$ cat config.mk
export PLATFORM = sky130hd
export DESIGN_NAME = process_queue_remove_longest_top_flat
export DESIGN_NICKNAME = d
export VERILOG_FILES = /design/src/hw/rtl/pqrl_pkg.sv /design/src/hw/rtl/pqrl_req_if.sv /design/src/hw/rtl/pqrl_rsp_if.sv /design/src/hw/rtl/pqrl_ctrl.sv /design/src/hw/rtl/pqrl_dpath.sv /design/src/hw/rtl/process_queue_remove_longest_top.sv /design/src/flat_wrapper.sv
export SDC_FILE = /design/constraint.sdc
export NUM_CORES = 1
export LEC_CHECK = 0
export BUFFER_PORTS_ARGS = -buffer_cell sky130_fd_sc_hd__buf_2
export CAP_MARGIN = 30
export CORE_MARGIN = 2
export CORE_UTILIZATION = 57
export DETAILED_ROUTE_END_ITERATION = 8
export PLACE_DENSITY = 0.71
export SYNTH_ARGS = -nofsm -noshare
export SYNTH_HDL_FRONTEND = slang
export SYNTH_SLANG_ARGS = --single-unit
$ cat constraint.sdc
create_clock -name clk -period 5.2 [get_ports clk]
set_clock_uncertainty 0.05 [all_clocks]
set_input_delay 1.04 -clock clk [delete_from_list [all_inputs] [get_ports clk]]
set_output_delay 1.04 -clock clk [all_outputs]
set_load 0.01 [all_outputs]
$ cat src/hw/rtl/pqrl_pkg.sv
package pqrl_pkg;

    localparam int QUEUE_DEPTH = 16;
    localparam int ID_BITS     = 16;
    localparam int TIME_BITS   = 16;

    localparam int REQ_W      = 2;
    localparam int ID_FIELD_W = 16;
    localparam int TIME_FIELD_W = 16;
    localparam int STATUS_W   = 2;
    localparam int COUNT_FIELD_W = 5;

    localparam int IDX_W = (QUEUE_DEPTH > 1) ? $clog2(QUEUE_DEPTH) : 1;
    localparam int CNT_W = $clog2(QUEUE_DEPTH + 1);

    localparam logic [REQ_W-1:0] REQ_ENQUEUE = 2'd0;
    localparam logic [REQ_W-1:0] REQ_DEQUEUE = 2'd1;
    localparam logic [REQ_W-1:0] REQ_REMOVE  = 2'd2;

    localparam logic [STATUS_W-1:0] ST_DONE  = 2'd0;
    localparam logic [STATUS_W-1:0] ST_EMPTY = 2'd1;
    localparam logic [STATUS_W-1:0] ST_FULL  = 2'd2;

    typedef struct packed {
        logic load;
        logic scan_start;
        logic scan_step;
        logic shift_start;
        logic shift_step;
        logic finish;
    } pqrl_cmd_t;

    typedef struct packed {
        logic need_scan;
        logic scan_last;
        logic shift_done;
        logic out_free;
    } pqrl_sts_t;

endpackage

$ cat src/hw/rtl/pqrl_req_if.sv
interface pqrl_req_if;

    logic                              valid;
    logic                              ready;
    logic [pqrl_pkg::REQ_W-1:0]        req_type;
    logic [pqrl_pkg::ID_FIELD_W-1:0]   proc_id;
    logic [pqrl_pkg::TIME_FIELD_W-1:0] run_time;

    modport source (output valid, output req_type, output proc_id, output run_time,
                    input ready);
    modport sink   (input valid, input req_type, input proc_id, input run_time,
                    output ready);

endinterface

$ cat src/hw/rtl/pqrl_rsp_if.sv
interface pqrl_rsp_if;

    logic                               valid;
    logic                               ready;
    logic [pqrl_pkg::STATUS_W-1:0]      status;
    logic [pqrl_pkg::ID_FIELD_W-1:0]    out_id;
    logic [pqrl_pkg::COUNT_FIELD_W-1:0] entry_count;

    modport source (output valid, output status, output out_id, output entry_count,
                    input ready);
    modport sink   (input valid, input status, input out_id, input entry_count,
                    output ready);

endinterface

$ cat src/hw/rtl/pqrl_ctrl.sv
module pqrl_ctrl (
    input  logic                 clk,
    input  logic                 rst_n,
    input  logic                 in_valid,
    output logic                 in_ready,
    input  pqrl_pkg::pqrl_sts_t  sts,
    output pqrl_pkg::pqrl_cmd_t  cmd
);

    localparam logic [2:0] S_IDLE     = 3'd0;
    localparam logic [2:0] S_CHECK    = 3'd1;
    localparam logic [2:0] S_SCAN     = 3'd2;
    localparam logic [2:0] S_SHIFT_RD = 3'd3;
    localparam logic [2:0] S_SHIFT    = 3'd4;
    localparam logic [2:0] S_FINISH   = 3'd5;

    logic [2:0] state_reg;
    logic [2:0] state_next;

    always_ff @(posedge clk or negedge rst_n)
    begin
        if (!rst_n)
        begin
            state_reg <= S_IDLE;
        end
        else
        begin
            state_reg <= state_next;
        end
    end

    assign in_ready = (state_reg == S_IDLE);

    always_comb
    begin
        cmd        = '0;
        state_next = state_reg;
        case (state_reg)
            S_IDLE:
            begin
                if (in_valid)
                begin
                    cmd.load   = 1'b1;
                    state_next = S_CHECK;
                end
            end
            S_CHECK:
            begin
                if (sts.need_scan)
                begin
                    cmd.scan_start = 1'b1;
                    state_next     = S_SCAN;
                end
                else
                begin
                    state_next = S_FINISH;
                end
            end
            S_SCAN:
            begin
                cmd.scan_step = 1'b1;
                if (sts.scan_last)
                begin
                    state_next = S_SHIFT_RD;
                end
            end
            S_SHIFT_RD:
            begin
                cmd.shift_start = 1'b1;
                state_next      = S_SHIFT;
            end
            S_SHIFT:
            begin
                cmd.shift_step = 1'b1;
                if (sts.shift_done)
                begin
                    state_next = S_FINISH;
                end
            end
            S_FINISH:
            begin
                cmd.finish = 1'b1;
                if (sts.out_free)
                begin
                    state_next = S_IDLE;
                end
            end
            default:
            begin
                state_next = S_IDLE;
            end
        endcase
    end

endmodule

$ cat src/hw/rtl/pqrl_dpath.sv
module pqrl_dpath (
    input  logic                                clk,
    input  logic                                rst_n,
    input  logic [pqrl_pkg::REQ_W-1:0]          req_type,
    input  logic [pqrl_pkg::ID_FIELD_W-1:0]     proc_id,
    input  logic [pqrl_pkg::TIME_FIELD_W-1:0]   run_time,
    input  pqrl_pkg::pqrl_cmd_t                 cmd,
    output pqrl_pkg::pqrl_sts_t                 sts,
    pqrl_rsp_if.source                          rsp
);

    logic [pqrl_pkg::ID_BITS-1:0]   ids_mem   [pqrl_pkg::QUEUE_DEPTH];
    logic [pqrl_pkg::TIME_BITS-1:0] times_mem [pqrl_pkg::QUEUE_DEPTH];

    logic [pqrl_pkg::CNT_W-1:0]         count_reg;
    logic [pqrl_pkg::CNT_W-1:0]         count_next;
    logic                               out_valid_reg;
    logic [pqrl_pkg::STATUS_W-1:0]      out_status_reg;
    logic [pqrl_pkg::STATUS_W-1:0]      out_status_next;
    logic [pqrl_pkg::ID_FIELD_W-1:0]    out_id_reg;
    logic [pqrl_pkg::ID_FIELD_W-1:0]    out_id_next;
    logic [pqrl_pkg::COUNT_FIELD_W-1:0] out_count_reg;

    logic [pqrl_pkg::REQ_W-1:0]     req_type_reg;
    logic [pqrl_pkg::ID_BITS-1:0]   id_in_reg;
    logic [pqrl_pkg::TIME_BITS-1:0] time_in_reg;
    logic [pqrl_pkg::CNT_W-1:0]     ptr_reg;
    logic [pqrl_pkg::CNT_W-1:0]     ptr_next;
    logic [pqrl_pkg::IDX_W-1:0]     best_idx_reg;
    logic [pqrl_pkg::TIME_BITS-1:0] best_time_reg;
    logic [pqrl_pkg::ID_BITS-1:0]   best_id_reg;
    logic [pqrl_pkg::ID_BITS-1:0]   rd_id_reg;
    logic [pqrl_pkg::TIME_BITS-1:0] rd_time_reg;

    logic                           is_remove;
    logic                           is_removal;
    logic                           full;
    logic                           empty;
    logic [pqrl_pkg::CNT_W-1:0]     scan_end;
    logic [pqrl_pkg::CNT_W-1:0]     eval_pos;
    logic [pqrl_pkg::CNT_W-1:0]     ptr_inc;
    logic [pqrl_pkg::CNT_W-1:0]     ptr_inc2;
    logic                           take_new;
    logic                           commit;
    logic [pqrl_pkg::IDX_W-1:0]     rd_addr;
    logic                           wr_en;
    logic [pqrl_pkg::IDX_W-1:0]     wr_addr;
    logic [pqrl_pkg::ID_BITS-1:0]   wr_id;
    logic [pqrl_pkg::TIME_BITS-1:0] wr_time;

    assign is_remove  = (req_type_reg == pqrl_pkg::REQ_REMOVE);
    assign is_removal = req_type_reg inside {pqrl_pkg::REQ_DEQUEUE, pqrl_pkg::REQ_REMOVE};
    assign full       = (count_reg == pqrl_pkg::CNT_W'(pqrl_pkg::QUEUE_DEPTH));
    assign empty      = (count_reg == '0);
    assign scan_end   = is_remove ? count_reg : pqrl_pkg::CNT_W'(1);
    assign eval_pos   = ptr_reg - pqrl_pkg::CNT_W'(1);
    assign ptr_inc    = ptr_reg + pqrl_pkg::CNT_W'(1);
    assign ptr_inc2   = ptr_reg + pqrl_pkg::CNT_W'(2);
    assign take_new   = (ptr_reg == pqrl_pkg::CNT_W'(1)) || (rd_time_reg > best_time_reg);

    assign sts.need_scan  = is_removal && !empty;
    assign sts.scan_last  = (ptr_reg == scan_end);
    assign sts.shift_done = (ptr_inc >= count_reg);
    assign sts.out_free   = !out_valid_reg || rsp.ready;

    assign commit = cmd.finish && sts.out_free;

    always_comb
    begin
        rd_addr = ptr_reg[pqrl_pkg::IDX_W-1:0];
        if (cmd.scan_start)
        begin
            rd_addr = '0;
        end
        else if (cmd.shift_start)
        begin
            rd_addr = best_idx_reg + pqrl_pkg::IDX_W'(1);
        end
        else if (cmd.shift_step)
        begin
            rd_addr = ptr_inc2[pqrl_pkg::IDX_W-1:0];
        end
    end

    always_comb
    begin
        wr_en   = 1'b0;
        wr_addr = ptr_reg[pqrl_pkg::IDX_W-1:0];
        wr_id   = rd_id_reg;
        wr_time = rd_time_reg;
        if (cmd.shift_step && !sts.shift_done)
        begin
            wr_en = 1'b1;
        end
        else if (commit && (req_type_reg == pqrl_pkg::REQ_ENQUEUE) && !full)
        begin
            wr_en   = 1'b1;
            wr_addr = count_reg[pqrl_pkg::IDX_W-1:0];
            wr_id   = id_in_reg;
            wr_time = time_in_reg;
        end
    end

    always_comb
    begin
        ptr_next = ptr_reg;
        if (cmd.scan_start)
        begin
            ptr_next = pqrl_pkg::CNT_W'(1);
        end
        else if (cmd.scan_step)
        begin
            ptr_next = ptr_inc;
        end
        else if (cmd.shift_start)
        begin
            ptr_next = pqrl_pkg::CNT_W'(best_idx_reg);
        end
        else if (cmd.shift_step && !sts.shift_done)
        begin
            ptr_next = ptr_inc;
        end
    end

    always_comb
    begin
        count_next      = count_reg;
        out_status_next = pqrl_pkg::ST_DONE;
        out_id_next     = '0;
        case (req_type_reg)
            pqrl_pkg::REQ_ENQUEUE:
            begin
                if (full)
                begin
                    out_status_next = pqrl_pkg::ST_FULL;
                end
                else
                begin
                    count_next = count_reg + pqrl_pkg::CNT_W'(1);
                end
            end
            pqrl_pkg::REQ_DEQUEUE, pqrl_pkg::REQ_REMOVE:
            begin
                if (empty)
                begin
                    out_status_next = pqrl_pkg::ST_EMPTY;
                end
                else
                begin
                    count_next  = count_reg - pqrl_pkg::CNT_W'(1);
                    out_id_next = pqrl_pkg::ID_FIELD_W'(best_id_reg);
                end
            end
            default:
            begin
                out_status_next = pqrl_pkg::ST_DONE;
            end
        endcase
    end

    always_ff @(posedge clk or negedge rst_n)
    begin
        if (!rst_n)
        begin
            count_reg     <= '0;
            out_valid_reg <= 1'b0;
        end
        else
        begin
            if (commit)
            begin
                count_reg     <= count_next;
                out_valid_reg <= 1'b1;
            end
            else if (rsp.ready)
            begin
                out_valid_reg <= 1'b0;
            end
        end
    end

    always_ff @(posedge clk)
    begin
        if (commit)
        begin
            out_status_reg <= out_status_next;
            out_id_reg     <= out_id_next;
            out_count_reg  <= pqrl_pkg::COUNT_FIELD_W'(count_next);
        end
        if (cmd.load)
        begin
            req_type_reg <= req_type;
            id_in_reg    <= pqrl_pkg::ID_BITS'(proc_id);
            time_in_reg  <= pqrl_pkg::TIME_BITS'(run_time);
        end
        ptr_reg <= ptr_next;
        if (cmd.scan_step && take_new)
        begin
            best_idx_reg  <= eval_pos[pqrl_pkg::IDX_W-1:0];
            best_time_reg <= rd_time_reg;
            best_id_reg   <= rd_id_reg;
        end
    end

    always_ff @(posedge clk)
    begin
        if (wr_en)
        begin
            ids_mem[wr_addr]   <= wr_id;
            times_mem[wr_addr] <= wr_time;
        end
        rd_id_reg   <= ids_mem[rd_addr];
        rd_time_reg <= times_mem[rd_addr];
    end

    assign rsp.valid       = out_valid_reg;
    assign rsp.status      = out_status_reg;
    assign rsp.out_id      = out_id_reg;
    assign rsp.entry_count = out_count_reg;

endmodule

$ cat src/hw/rtl/process_queue_remove_longest_top.sv
// Channel  Dir  Payload                          Handshake
// req      in   req_type, proc_id, run_time      valid/ready
// rsp      out  status, out_id, entry_count      valid/ready
//
// Enqueue, unused and failed requests go from accept through CHECK to FINISH,
// which writes the result register. Dequeue scans only the head entry and
// remove-longest all n held, then the shift closes the gap: the single memory read
// port walks the entries one per cycle. rst_n clears the count and the result
// valid; entry storage needs no clearing. A stalled rsp holds the result and the
// next request waits until it can be written.
module process_queue_remove_longest_top (
    input  logic        clk,
    input  logic        rst_n,
    pqrl_req_if.sink    req,
    pqrl_rsp_if.source  rsp
);

    pqrl_pkg::pqrl_cmd_t cmd;
    pqrl_pkg::pqrl_sts_t sts;
    logic                in_ready;

    assign req.ready = in_ready;

    pqrl_ctrl u_ctrl (
        .clk      (clk),
        .rst_n    (rst_n),
        .in_valid (req.valid),
        .in_ready (in_ready),
        .sts      (sts),
        .cmd      (cmd)
    );

    pqrl_dpath u_dpath (
        .clk      (clk),
        .rst_n    (rst_n),
        .req_type (req.req_type),
        .proc_id  (req.proc_id),
        .run_time (req.run_time),
        .cmd      (cmd),
        .sts      (sts),
        .rsp      (rsp)
    );

endmodule

$ cat src/flat_wrapper.sv
// flat-port wrapper written by rule: the top's interface ports become plain ports
module process_queue_remove_longest_top_flat 
  (clk, rst_n, req_valid, req_req_type, req_proc_id, req_run_time, req_ready, rsp_valid, rsp_status, rsp_out_id, rsp_entry_count, rsp_ready);
  pqrl_req_if req_i ();
  pqrl_rsp_if rsp_i ();
  input  logic clk;
  input  logic rst_n;
  input wire logic [$bits(req_i.valid)-1:0] req_valid;
  input wire logic [$bits(req_i.req_type)-1:0] req_req_type;
  input wire logic [$bits(req_i.proc_id)-1:0] req_proc_id;
  input wire logic [$bits(req_i.run_time)-1:0] req_run_time;
  output wire logic [$bits(req_i.ready)-1:0] req_ready;
  output wire logic [$bits(rsp_i.valid)-1:0] rsp_valid;
  output wire logic [$bits(rsp_i.status)-1:0] rsp_status;
  output wire logic [$bits(rsp_i.out_id)-1:0] rsp_out_id;
  output wire logic [$bits(rsp_i.entry_count)-1:0] rsp_entry_count;
  input wire logic [$bits(rsp_i.ready)-1:0] rsp_ready;
  assign req_i.valid = req_valid;
  assign req_i.req_type = req_req_type;
  assign req_i.proc_id = req_proc_id;
  assign req_i.run_time = req_run_time;
  assign req_ready = req_i.ready;
  assign rsp_valid = rsp_i.valid;
  assign rsp_status = rsp_i.status;
  assign rsp_out_id = rsp_i.out_id;
  assign rsp_entry_count = rsp_i.entry_count;
  assign rsp_i.ready = rsp_ready;
  process_queue_remove_longest_top u_core (.clk(clk), .rst_n(rst_n), .req(req_i), .rsp(rsp_i));
endmodule
==> summary.md, run 1 <==
| Metric | Value |
|---|---|
| Status | complete, no violations |
| Final instance area | 29800 um2 |
| Seq/Total Area, Yosys | 72.5% |
| Die Ht | 219 um |
| CTS tree | done |
| RSZ-0062 raised after global routing | false |
| Ant diodes | 0 |
| Register bit count reported by yosys | 651 |
| Power Dens Cells | 652 nW/um2 |
| Total GRT Usage | 25.2% |
| Number of flops mapped to enable cells by yosys | 605 |
| Final WL | 59100 um |
| Biggest regs | u_core.u_dpath.ids_mem: 256 flops, u_core.u_dpath.times_mem: 256 flops |
| Setup CP Type | register to register |
| DP HPWL | 34600 um |
| Inserted Clock Buffers | 66 |
| Share of cells above drive strength 1 | 12.7% |
| Setup TNS | 0 ns |
| Met1 Usage GRT | 35.2% |
| Vias in the first global route | 15600 |
| Post-synth ARST share | 1.38% |
| Clk slew on worst S/H paths | 0.06 ns |
| R2r setup slk | 0.67 ns |
| DRC viols | 0 |
| CP Data Required Time | 5.43 ns |
| Crit path capture type | register |
| Largest net degree at the start of global routing | 159 |
| Antenna viol nets, final | 0 |
| Initial Util | 57.9% |
| Cell Area, Synth | 26400 um2 |
| Io pins | 63 |
| Initial antenna violation count | 0 |
| Worst setup margin | 0.666 ns |
| Slew Limit Fails | 0 |
| CTS Hold Bufs | 0 |
| DR vias | 15800 |
| Switching share of power | 36.4% |
| Int Power | 12.4 mW |
| Synth top cells by count | edfxtp_1, nand2_1, nand3_1 |
| Global route overflow | 0 |
| Rows | 78 |
| Post-CTS Setup Bufs | 0 |
| Met2 usage in global routing | 40.1% |
| Fmax | 221 MHz |
| NetSw | 7.07 mW |
| Min Tclk post-route | 4.53 ns |
| Grt met3 use | 4.64% |
| Clock power frac | 24.3% |
| Placer Congestion | 0.852 |
| Yosys warning count | 0 |
| Share of the synthesized area in the top cell type | 68.9% |
| Slew @ Worst Pin | 1.04 ns |
| WP data arrival | 4.77 ns |
| Hold Path Class | input port to asynchronous set/reset pin |
| Critical Path Start Type | register |
| DP Area | 27700 um2 |
| Post-DR vias/cell | 5.90 |
| GRT busiest layer | met2 |
| Initial DRC Count | 1650 |
| Num Clock Sinks | 651 |
| Setup Slack @ Placement | 0.750 ns |
| Library cell with the highest instance count after synthesis | edfxtp_1 |
| Synth top area cells | edfxtp_1, nand2_1, dfxtp_1 |
| CTS root buf | clkbuf_16 |
| Max H-tree Level | 3 |
| Global-route wire length before repair | 90500 um |
| Post-Syn Instances | 1963 |
| Longest Clk Path Bufs | 3 |
| Final count of hold timing violations | 0 |
| Core area | 45600 um2 |
| Logic pwr share | 37.3% |
| Worst-path fanout max | 24 |
| PortBufs | 62 |
| Final setup violating endpoints | 0 |
| Fin crit share | 87.2% |
| Die width | 219 um |
| Pre-antenna DRT Iters | 6 |
| Pleak | 11.0 nW |
| Distinct cell type count after synthesis | 64 |
| Die ar. | 48000 um2 |
| Leading area contributor after synthesis | edfxtp_1 |
| Syn Area/Cell | 13.4 um2 |
| Wire length per cell | 22.1 um |
| Main synth FF type | edfxtp_1 |
| Sequential Power Share | 38.4% |
| Area delta synth->final | 13.0% |
| Total Nets Final | 2097 |
| Max-cap violations | 0 |
| Syn_nets | 2035 |
| Post-cts sizing count | 0 |
| Max IR drop VDD | 0.688 mV |
| Slew margin rel. | 30.5% |
| Filler cell count | 3188 |
| Worst-Skew Late Latency | 0.59 ns |
==> logic make-up after synthesis <==
logic type               synth area share, %
XOR/XNOR                               0.299
flip-flops                              72.5
buffers and inverters                   2.53
AO/OA/AOI/OAI                           5.06
adder cells (fa/ha/maj)                 1.61
multiplexers                            4.23
AND/OR/NAND/NOR                         13.7
==> power by group through the flow <==
stage / combinational, mW / clock, mW / sequential, mW
floorplan: 5.09 / 0 / 7.35
global placement: 6.99 / 0 / 7.55
detailed placement: 7.21 / 0 / 7.56
CTS: 7.26 / 4.79 / 7.45
global route: 7.92 / 4.95 / 7.52
finish: 7.25 / 4.73 / 7.47
==> worst max-delay path, cell delays in order, from the launching register on <==
cell	delay [ns]
dfrtp_1	0.56
inv_1	0.27
ha_1	0.19
or3b_1	0.48
o21ai_0	0.73
nor2_4	0.27
buf_4	0.35
o31a_1	0.43
nor2_4	0.54
buf_4	0.34
==> per-stage QoR <==
stage	utilization (%)	hold WS, ns	instances	power [mW]
floorplan	-	0.358	1963	12.4
global placement	60.5	0.368	2554	14.5
detailed placement	60.7	0.367	2557	14.8
CTS	65.4	0.239	2675	19.5
global route	65.4	0.260	2675	20.4
finish	65.4	0.262	2675	19.4
==> layout by cell type, fill, tap and decap left out, drive strengths merged, types with 8 or more instances in the layout <==
| cell | count |
|---|---|
| edfxtp | 605 |
| nand2 | 558 |
| buf | 107 |
| nand3 | 105 |
| clkbuf | 96 |
| mux2i | 73 |
| and3 | 64 |
| o211ai | 62 |
| nor2 | 43 |
| dfxtp | 37 |
| ha | 34 |
| inv | 34 |
| mux2 | 34 |
| o32a | 31 |
| and2 | 23 |
| a21oi | 22 |
| o21ai | 17 |
| clkinv | 15 |
| nor3 | 14 |
| a31oi | 10 |
| dfrtp | 9 |
| o31ai | 8 |
==> final timing paths <==
check | startpoint | cells after the start | to
worst max-delay path | u_core.u_dpath.count_reg[0] | 9 | u_core.u_dpath.ids_mem[11][7]
worst min-delay path | rst_n | 1 | u_core.u_dpath.count_reg[2]
worst max register to register | u_core.u_dpath.count_reg[0] | 9 | u_core.u_dpath.ids_mem[11][7]
worst min register to register | u_core.u_dpath.rd_id_reg[12] | 0 | u_core.u_dpath.best_id_reg[12]
max in group asynchronous | rst_n | 1 | u_core.u_dpath.count_reg[1]
min in group clk | u_core.u_dpath.rd_id_reg[12] | 0 | u_core.u_dpath.best_id_reg[12]
==> per-layer routing <==
layer,share of wire [%],vias up,wire length (um)
li1,-,7266,-
met1,43,7776,25400
met2,47,621,27800
met3,7.2,118,4240
met4,2.8,0,1630
met5,0,-,0
==> area by class of cell <==
cell class / instances / area (um2) / share of cell area [%]
Sequential cell: 651 / 19100 / 64.2
Tap cell: 600 / 751 / 2.52
Clock inverter: 22 / 246 / 0.827
Clock buffer: 96 / 1920 / 6.44
Multi-Input combinational cell: 1165 / 6750 / 22.6
Timing Repair Buffer: 107 / 888 / 2.98
Inverter: 34 / 128 / 0.428
No activity file was read; power rests on OpenSTA's default activity.
==> run 2: changes to the inputs <==
Settings changed: PLACE_DENSITY 0.71 to 0.78, SLEW_MARGIN set to 5.
==> summary.md, run 2 (synthesis results as in run 1) <==
| Metric | Value |
|---|---|
| Status | complete, no violations |
| CTS Hold Bufs | 0 |
| Post-DR vias/cell | 6.03 |
| Num Clock Sinks | 651 |
| Pre-antenna DRT Iters | 6 |
| Initial Util | 57.9% |
| Fin crit share | 80.8% |
| RSZ-0062 raised after global routing | false |
| Post-CTS Setup Bufs | 0 |
| Vias in the first global route | 15900 |
| Delay-heaviest family, CP | simple AND/OR/NAND/NOR gates |
| Placer Congestion | 0.874 |
| Placed Cells | 2555 |
| FF-to-FF Start | u_core.u_dpath.count_reg[0] |
| Initial DRC Count | 2192 |
| Global route overflow | 0 |
| Worst path slowest cell | dfrtp_1 |
| CP Data Required Time | 5.42 ns |
| CP max stage delay | 0.65 ns |
| Die Ht | 219 um |
| DR vias | 16100 |
| Slew Limit Fails | 0 |
| WP data arrival | 4.42 ns |
| Critical Path Start Type | register |
| DP HPWL | 35000 um |
| Pleak | 10.9 nW |
| Clk slew on worst S/H paths | 0.06 ns |
| Most used cell, CP | buf_4 |
| CTS root buf | clkbuf_16 |
| Hold Path Class | input port to asynchronous set/reset pin |
| Max-cap violations | 0 |
| Hold slack | 0.250 ns |
| CTS tree | done |
| Die width | 219 um |
| Worst-path fanout max | 24 |
| R2r setup slk | 1.0 ns |
| Fmax | 238 MHz |
| Initial antenna violation count | 0 |
| Bufs and invs on worst path | 3 |
| Total GRT Usage | 25.7% |
| Commonest non-fill, non-tap cell in the layout | edfxtp_1 |
| Die ar. | 48000 um2 |
| Post-Route Utilization | 64.9% |
| Non-filler instance count after layout | 2672 |
| Antenna viol nets, final | 0 |
| Final WL | 60700 um |
| DRC viols | 0 |
| Share of cells above drive strength 1 | 12.6% |
| Most frequent cells in the layout | edfxtp_1, nand2_1, nand3_1 |
| Final Power | 19.2 mW |
| Core area | 45600 um2 |
| Slew margin rel. | 31.5% |
| Critical-path cell list | inv_1 > ha_1 > or3b_1 > o21ai_0 > buf_4 > or2_2 > nor3_1 > a31oi_1 > nor2_4 > buf_4 |
| Area delta synth->final | 12.2% |
| Power Dens Cells | 647 nW/um2 |
| Rows | 78 |
| Setup TNS | 0 ns |
| Ant diodes | 0 |
| Post-cts sizing count | 0 |
| Final setup violating endpoints | 0 |
| Max IR drop VDD | 0.940 mV |
| Critical R2R Capture | u_core.u_dpath.ids_mem[9][9] |
| Max H-tree Level | 3 |
| PortBufs | 62 |
| Worst Reg2Reg Path Length in Cells | 10 |
| Largest net degree at the start of global routing | 191 |
| Final count of hold timing violations | 0 |
| Global-route wire length before repair | 92500 um |
| Longest Clk Path Bufs | 3 |
| Crit path capture type | register |
| Biggest regs | u_core.u_dpath.ids_mem: 256 flops, u_core.u_dpath.times_mem: 256 flops |
| Inserted Clock Buffers | 66 |
| Min Tclk post-route | 4.20 ns |
| Setup CP Type | register to register |
| Total Nets Final | 2095 |
| Wire length per cell | 22.7 um |
| Worst-Skew Late Latency | 0.60 ns |
| Slew @ Worst Pin | 1.03 ns |
| Io pins | 63 |
run 2: cell count changes in the layout (fill, tap and decap cells not counted), sizes merged:
cell	before	now
buf	107	105
clkinv	15	23
clkbuf	96	86
clkinvlp	2	3
inv	34	38
bufinv	5	1
run 2: power breakdown:
group	switching, mW	total [mW]	internal (mW)
Sequential	0.370	7.45	7.08
Clock	1.95	4.49	2.54
Combinational	4.83	7.22	2.39
Total	7.15	19.2	12.0
run 2: worst max-delay path by stage:
| stage | startpoint | end | slack (ns) | cells after the start |
|---|---|---|---|---|
| final | u_core.u_dpath.count_reg[0] | u_core.u_dpath.ids_mem[9][9] | 1.0 | 10 |
| after global routing | u_core.u_dpath.count_reg[0] | u_core.u_dpath.ids_mem[9][10] | 0.82 | 10 |
| after CTS | u_core.u_dpath.count_reg[0] | u_core.u_dpath.ids_mem[9][6] | 1.07 | 10 |
| after detailed placement | u_core.u_dpath.count_reg[0] | u_core.u_dpath.times_mem[9][14] | 1.09 | 10 |
| after global placement | u_core.u_dpath.count_reg[0] | u_core.u_dpath.ids_mem[9][0] | 1.11 | 10 |
| after floorplan | u_core.u_dpath.best_time_reg[14] | u_core.u_dpath.best_id_reg[0] | 0.78 | 9 |
run 2: worst register-to-register path: stages (launching register included):
cell     delay (ns)
dfrtp_1        0.65
inv_1          0.24
ha_1           0.27
or3b_1         0.32
o21ai_0        0.13
buf_4          0.18
or2_2          0.55
nor3_1         0.32
a31oi_1        0.21
nor2_4         0.56
buf_4          0.38
run 2: layout make-up:
cell class,instances,area (um2)
Inverter,34,128
Tap cell,600,751
Timing Repair Buffer,105,783
Clock buffer,86,1830
Sequential cell,651,19100
Multi-Input combinational cell,1165,6750
Clock inverter,31,216
Fill cell,3091,16000
run 2: layer usage:
metal / routed length [um] / track usage [%] / vias up
met5: 0 / 0 / -
met3: 5260 / 4.98 / 125
met4: 1460 / 8.45 / 0
met2: 28900 / 41.1 / 760
li1: - / - / 7271
met1: 25100 / 35.9 / 7947
run 2: per-stage QoR:
| step | area (um2) | worst slack [ns] |
|---|---|---|
| 6_report | 29600 | 0.999 |
| 5_1_grt | 29600 | 0.820 |
| 4_1_cts | 29600 | 1.07 |
| 3_5_place_dp | 27500 | 1.09 |
| 3_3_place_gp | 27500 | 1.11 |
| 2_1_floorplan | 26400 | 0.783 |
==> run 3: changes to the inputs <==
Settings changed: ABC_AREA set to 1, CORE_UTILIZATION 57 to 56, PLACE_DENSITY 0.78 to 0.79.
Clock period 5.2 ns to 3.5 ns, I/O delays scaled along.
==> summary.md, run 3 <==
| Metric | Value |
|---|---|
| Status | complete, no violations |
| Max H-tree Level | 3 |
| Initial Util | 56.4% |
| Most frequent cells in the layout | edfxtp_1, nand2_1, nand3_1 |
| Number of flops mapped to enable cells by yosys | 605 |
| Fmax | 311 MHz |
| Worst-Skew Late Latency | 0.61 ns |
| Vias in the first global route | 18800 |
| Total Nets Final | 2645 |
| CTS Hold Bufs | 1 |
| DP Area | 29400 um2 |
| Synth top area cells | edfxtp_1, nand3_1, nand2_1 |
| Main synth FF type | edfxtp_1 |
| Share of cells above drive strength 1 | 10.8% |
| Final setup violating endpoints | 0 |
| Final Power | 29.5 mW |
| Placer Congestion | 0.906 |
| Biggest regs | u_core.u_dpath.ids_mem: 256 flops, u_core.u_dpath.times_mem: 256 flops |
| Leading area contributor after synthesis | edfxtp_1 |
| Initial DRC Count | 2689 |
| CTS root buf | clkbuf_16 |
| Main combinational cell family by area after synthesis | simple AND/OR/NAND/NOR gates |
| Register bit count reported by yosys | 651 |
| Slew margin rel. | 36.5% |
| Crit path capture type | register |
| Hold slack | 0.232 ns |
| Max IR drop VDD | 0.917 mV |
| Final instance area | 31500 um2 |
| Critical Path Start Type | register |
| Library cell with the highest instance count after synthesis | edfxtp_1 |
| Rows | 82 |
| Core area | 49900 um2 |
| Post-CTS Setup Bufs | 0 |
| Power Dens Cells | 934 nW/um2 |
| Pleak | 12.8 nW |
| Syn_nets | 2587 |
| Seq/Total Area, Yosys | 68.1% |
| Setup TNS | 0 ns |
| Num Clock Sinks | 651 |
| Worst-path fanout max | 19 |
| Io pins | 63 |
| Commonest non-fill, non-tap cell in the layout | edfxtp_1 |
| Synth Area in Compound Gates | 0.993% |
| Hold path depth | 1 |
| Setup CP Type | register to register |
| Pre-antenna DRT Iters | 8 |
| Post-synth ARST share | 1.38% |
| Antenna viol nets, final | 0 |
| Post-Synth XOR/XNOR Area | 0.436% |
| Share of the synthesized area in the top cell type | 64.6% |
| Ant diodes | 0 |
| Post-synthesis mux area share | 1.24% |
| Final count of hold timing violations | 0 |
| Post-DR vias/cell | 5.72 |
| Area delta synth->final | 12.2% |
| Slew Limit Fails | 0 |
| CTS tree | done |
| Global route overflow | 0 |
| Hold Path Class | input port to register |
| DRC viols | 0 |
| Non-filler instance count after layout | 3295 |
| Post-Syn Instances | 2515 |
| Global-route wire length before repair | 105000 um |
| WP data arrival | 3.45 ns |
| DR vias | 18900 |
| Slew @ Worst Pin | 0.952 ns |
| Longest Clk Path Bufs | 3 |
| Max-cap violations | 0 |
| Cell Area, Synth | 28100 um2 |
| Inserted Clock Buffers | 67 |
| Placed Cells | 3175 |
| Post-cts sizing count | 0 |
| Filler cell count | 3559 |
| Synth Area in Simple Gates | 20.3% |
| Die Ht | 228 um |
| Min Tclk post-route | 3.21 ns |
| Initial antenna violation count | 0 |
| Largest net degree at the start of global routing | 140 |
| Total GRT Usage | 26.0% |
| Distinct cell type count after synthesis | 32 |
| CP Data Required Time | 3.74 ns |
| Synth Area in Adders | 1.51% |
| Synth top cells by count | edfxtp_1, nand2_1, nand3_1 |
| DP HPWL | 39200 um |
| Fin crit share | 91.8% |
| Die ar. | 52000 um2 |
| Syn Area/Cell | 11.2 um2 |
| Clk slew on worst S/H paths | 0.06 ns |
| Worst Reg2Reg Path Length in Cells | 7 |
| Die width | 228 um |
| PortBufs | 62 |
| Yosys warning count | 0 |
| Wire length per cell | 20.6 um |
| Final WL | 67900 um |
| RSZ-0062 raised after global routing | false |
-- run 3: changes by cell type after synthesis, sizes merged, moves of 12 or more --
cell    change
nor2       +12
buf        +70
mux2i      -73
nand3     +407
clkbuf     -48
inv       +331
o32a       -31
and3       -64
nand3b     +96
and2       -22
o211ai     -62
-- run 3: power by group --
part	total [mW]	internal (mW)	switching [mW]
clock network	7.02	4.14	2.89
registers	10.8	10.4	0.368
logic	11.7	3.21	8.47
total	29.5	17.7	11.7
-- run 3: critical path: stages (launching register included) --
cell,delay (ns)
dfrtp_1,0.61
nand3_1,0.24
nor2_4,0.17
nand3_2,0.20
o21ai_0,0.55
nand2_1,0.41
nor2_4,0.41
buf_12,0.24
-- run 3: kinds of logic after synthesis --
| logic type | count (synthesis) |
|---|---|
| DFF | 651 |
| buffers and inverters | 500 |
| and+or+nand+nor | 1232 |
| muxes | 31 |
| adders and majority gates | 34 |
| AOI/OAI and AO/OA | 53 |
| xor gates and xnor gates | 14 |
-- run 3: routing by layer --
metal / share of wire, % / track usage (%)
met2: 49 / 43.1
met5: 0 / 0
met3: 11 / 5.26
met4: 2.8 / 9.23
met1: 38 / 34.4
-- run 3: through the flow --
step | worst slack [ns] | utilization, %
2_1_floorplan | -0.317 | -
3_3_place_gp | 0.357 | 58.9
3_5_place_dp | 0.321 | 58.9
4_1_cts | 0.308 | 63.3
5_1_grt | 0.0719 | 63.3
6_report | 0.287 | 63.3
-- run 3: worst paths after layout --
kind	from	endpoint	slack (ns)
worst max-delay path	u_core.u_ctrl.state_reg[2]	u_core.u_dpath.ids_mem[5][12]	0.29
worst min-delay path	req_run_time[8]	u_core.u_dpath.time_in_reg[8]	0.23
worst max register to register	u_core.u_ctrl.state_reg[2]	u_core.u_dpath.ids_mem[5][12]	0.29
worst min register to register	u_core.u_dpath.rd_id_reg[10]	u_core.u_dpath.best_id_reg[10]	0.38
max in group asynchronous	rst_n	u_core.u_dpath.count_reg[2]	2.73
min in group asynchronous	rst_n	u_core.u_dpath.rsp.valid	0.46
-- run 3: final cells by class --
| cell class | count | area (um2) | share of cell area, % |
|---|---|---|---|
| flip-flops and latches | 651 | 19100 | 60.7 |
| multi-input cells | 1364 | 7080 | 22.4 |
| clock buffers | 92 | 1920 | 6.10 |
| inverters | 365 | 1370 | 4.34 |
| repair buffers | 124 | 953 | 3.02 |
| well taps | 672 | 841 | 2.67 |
| clock inverters | 27 | 241 | 0.766 |
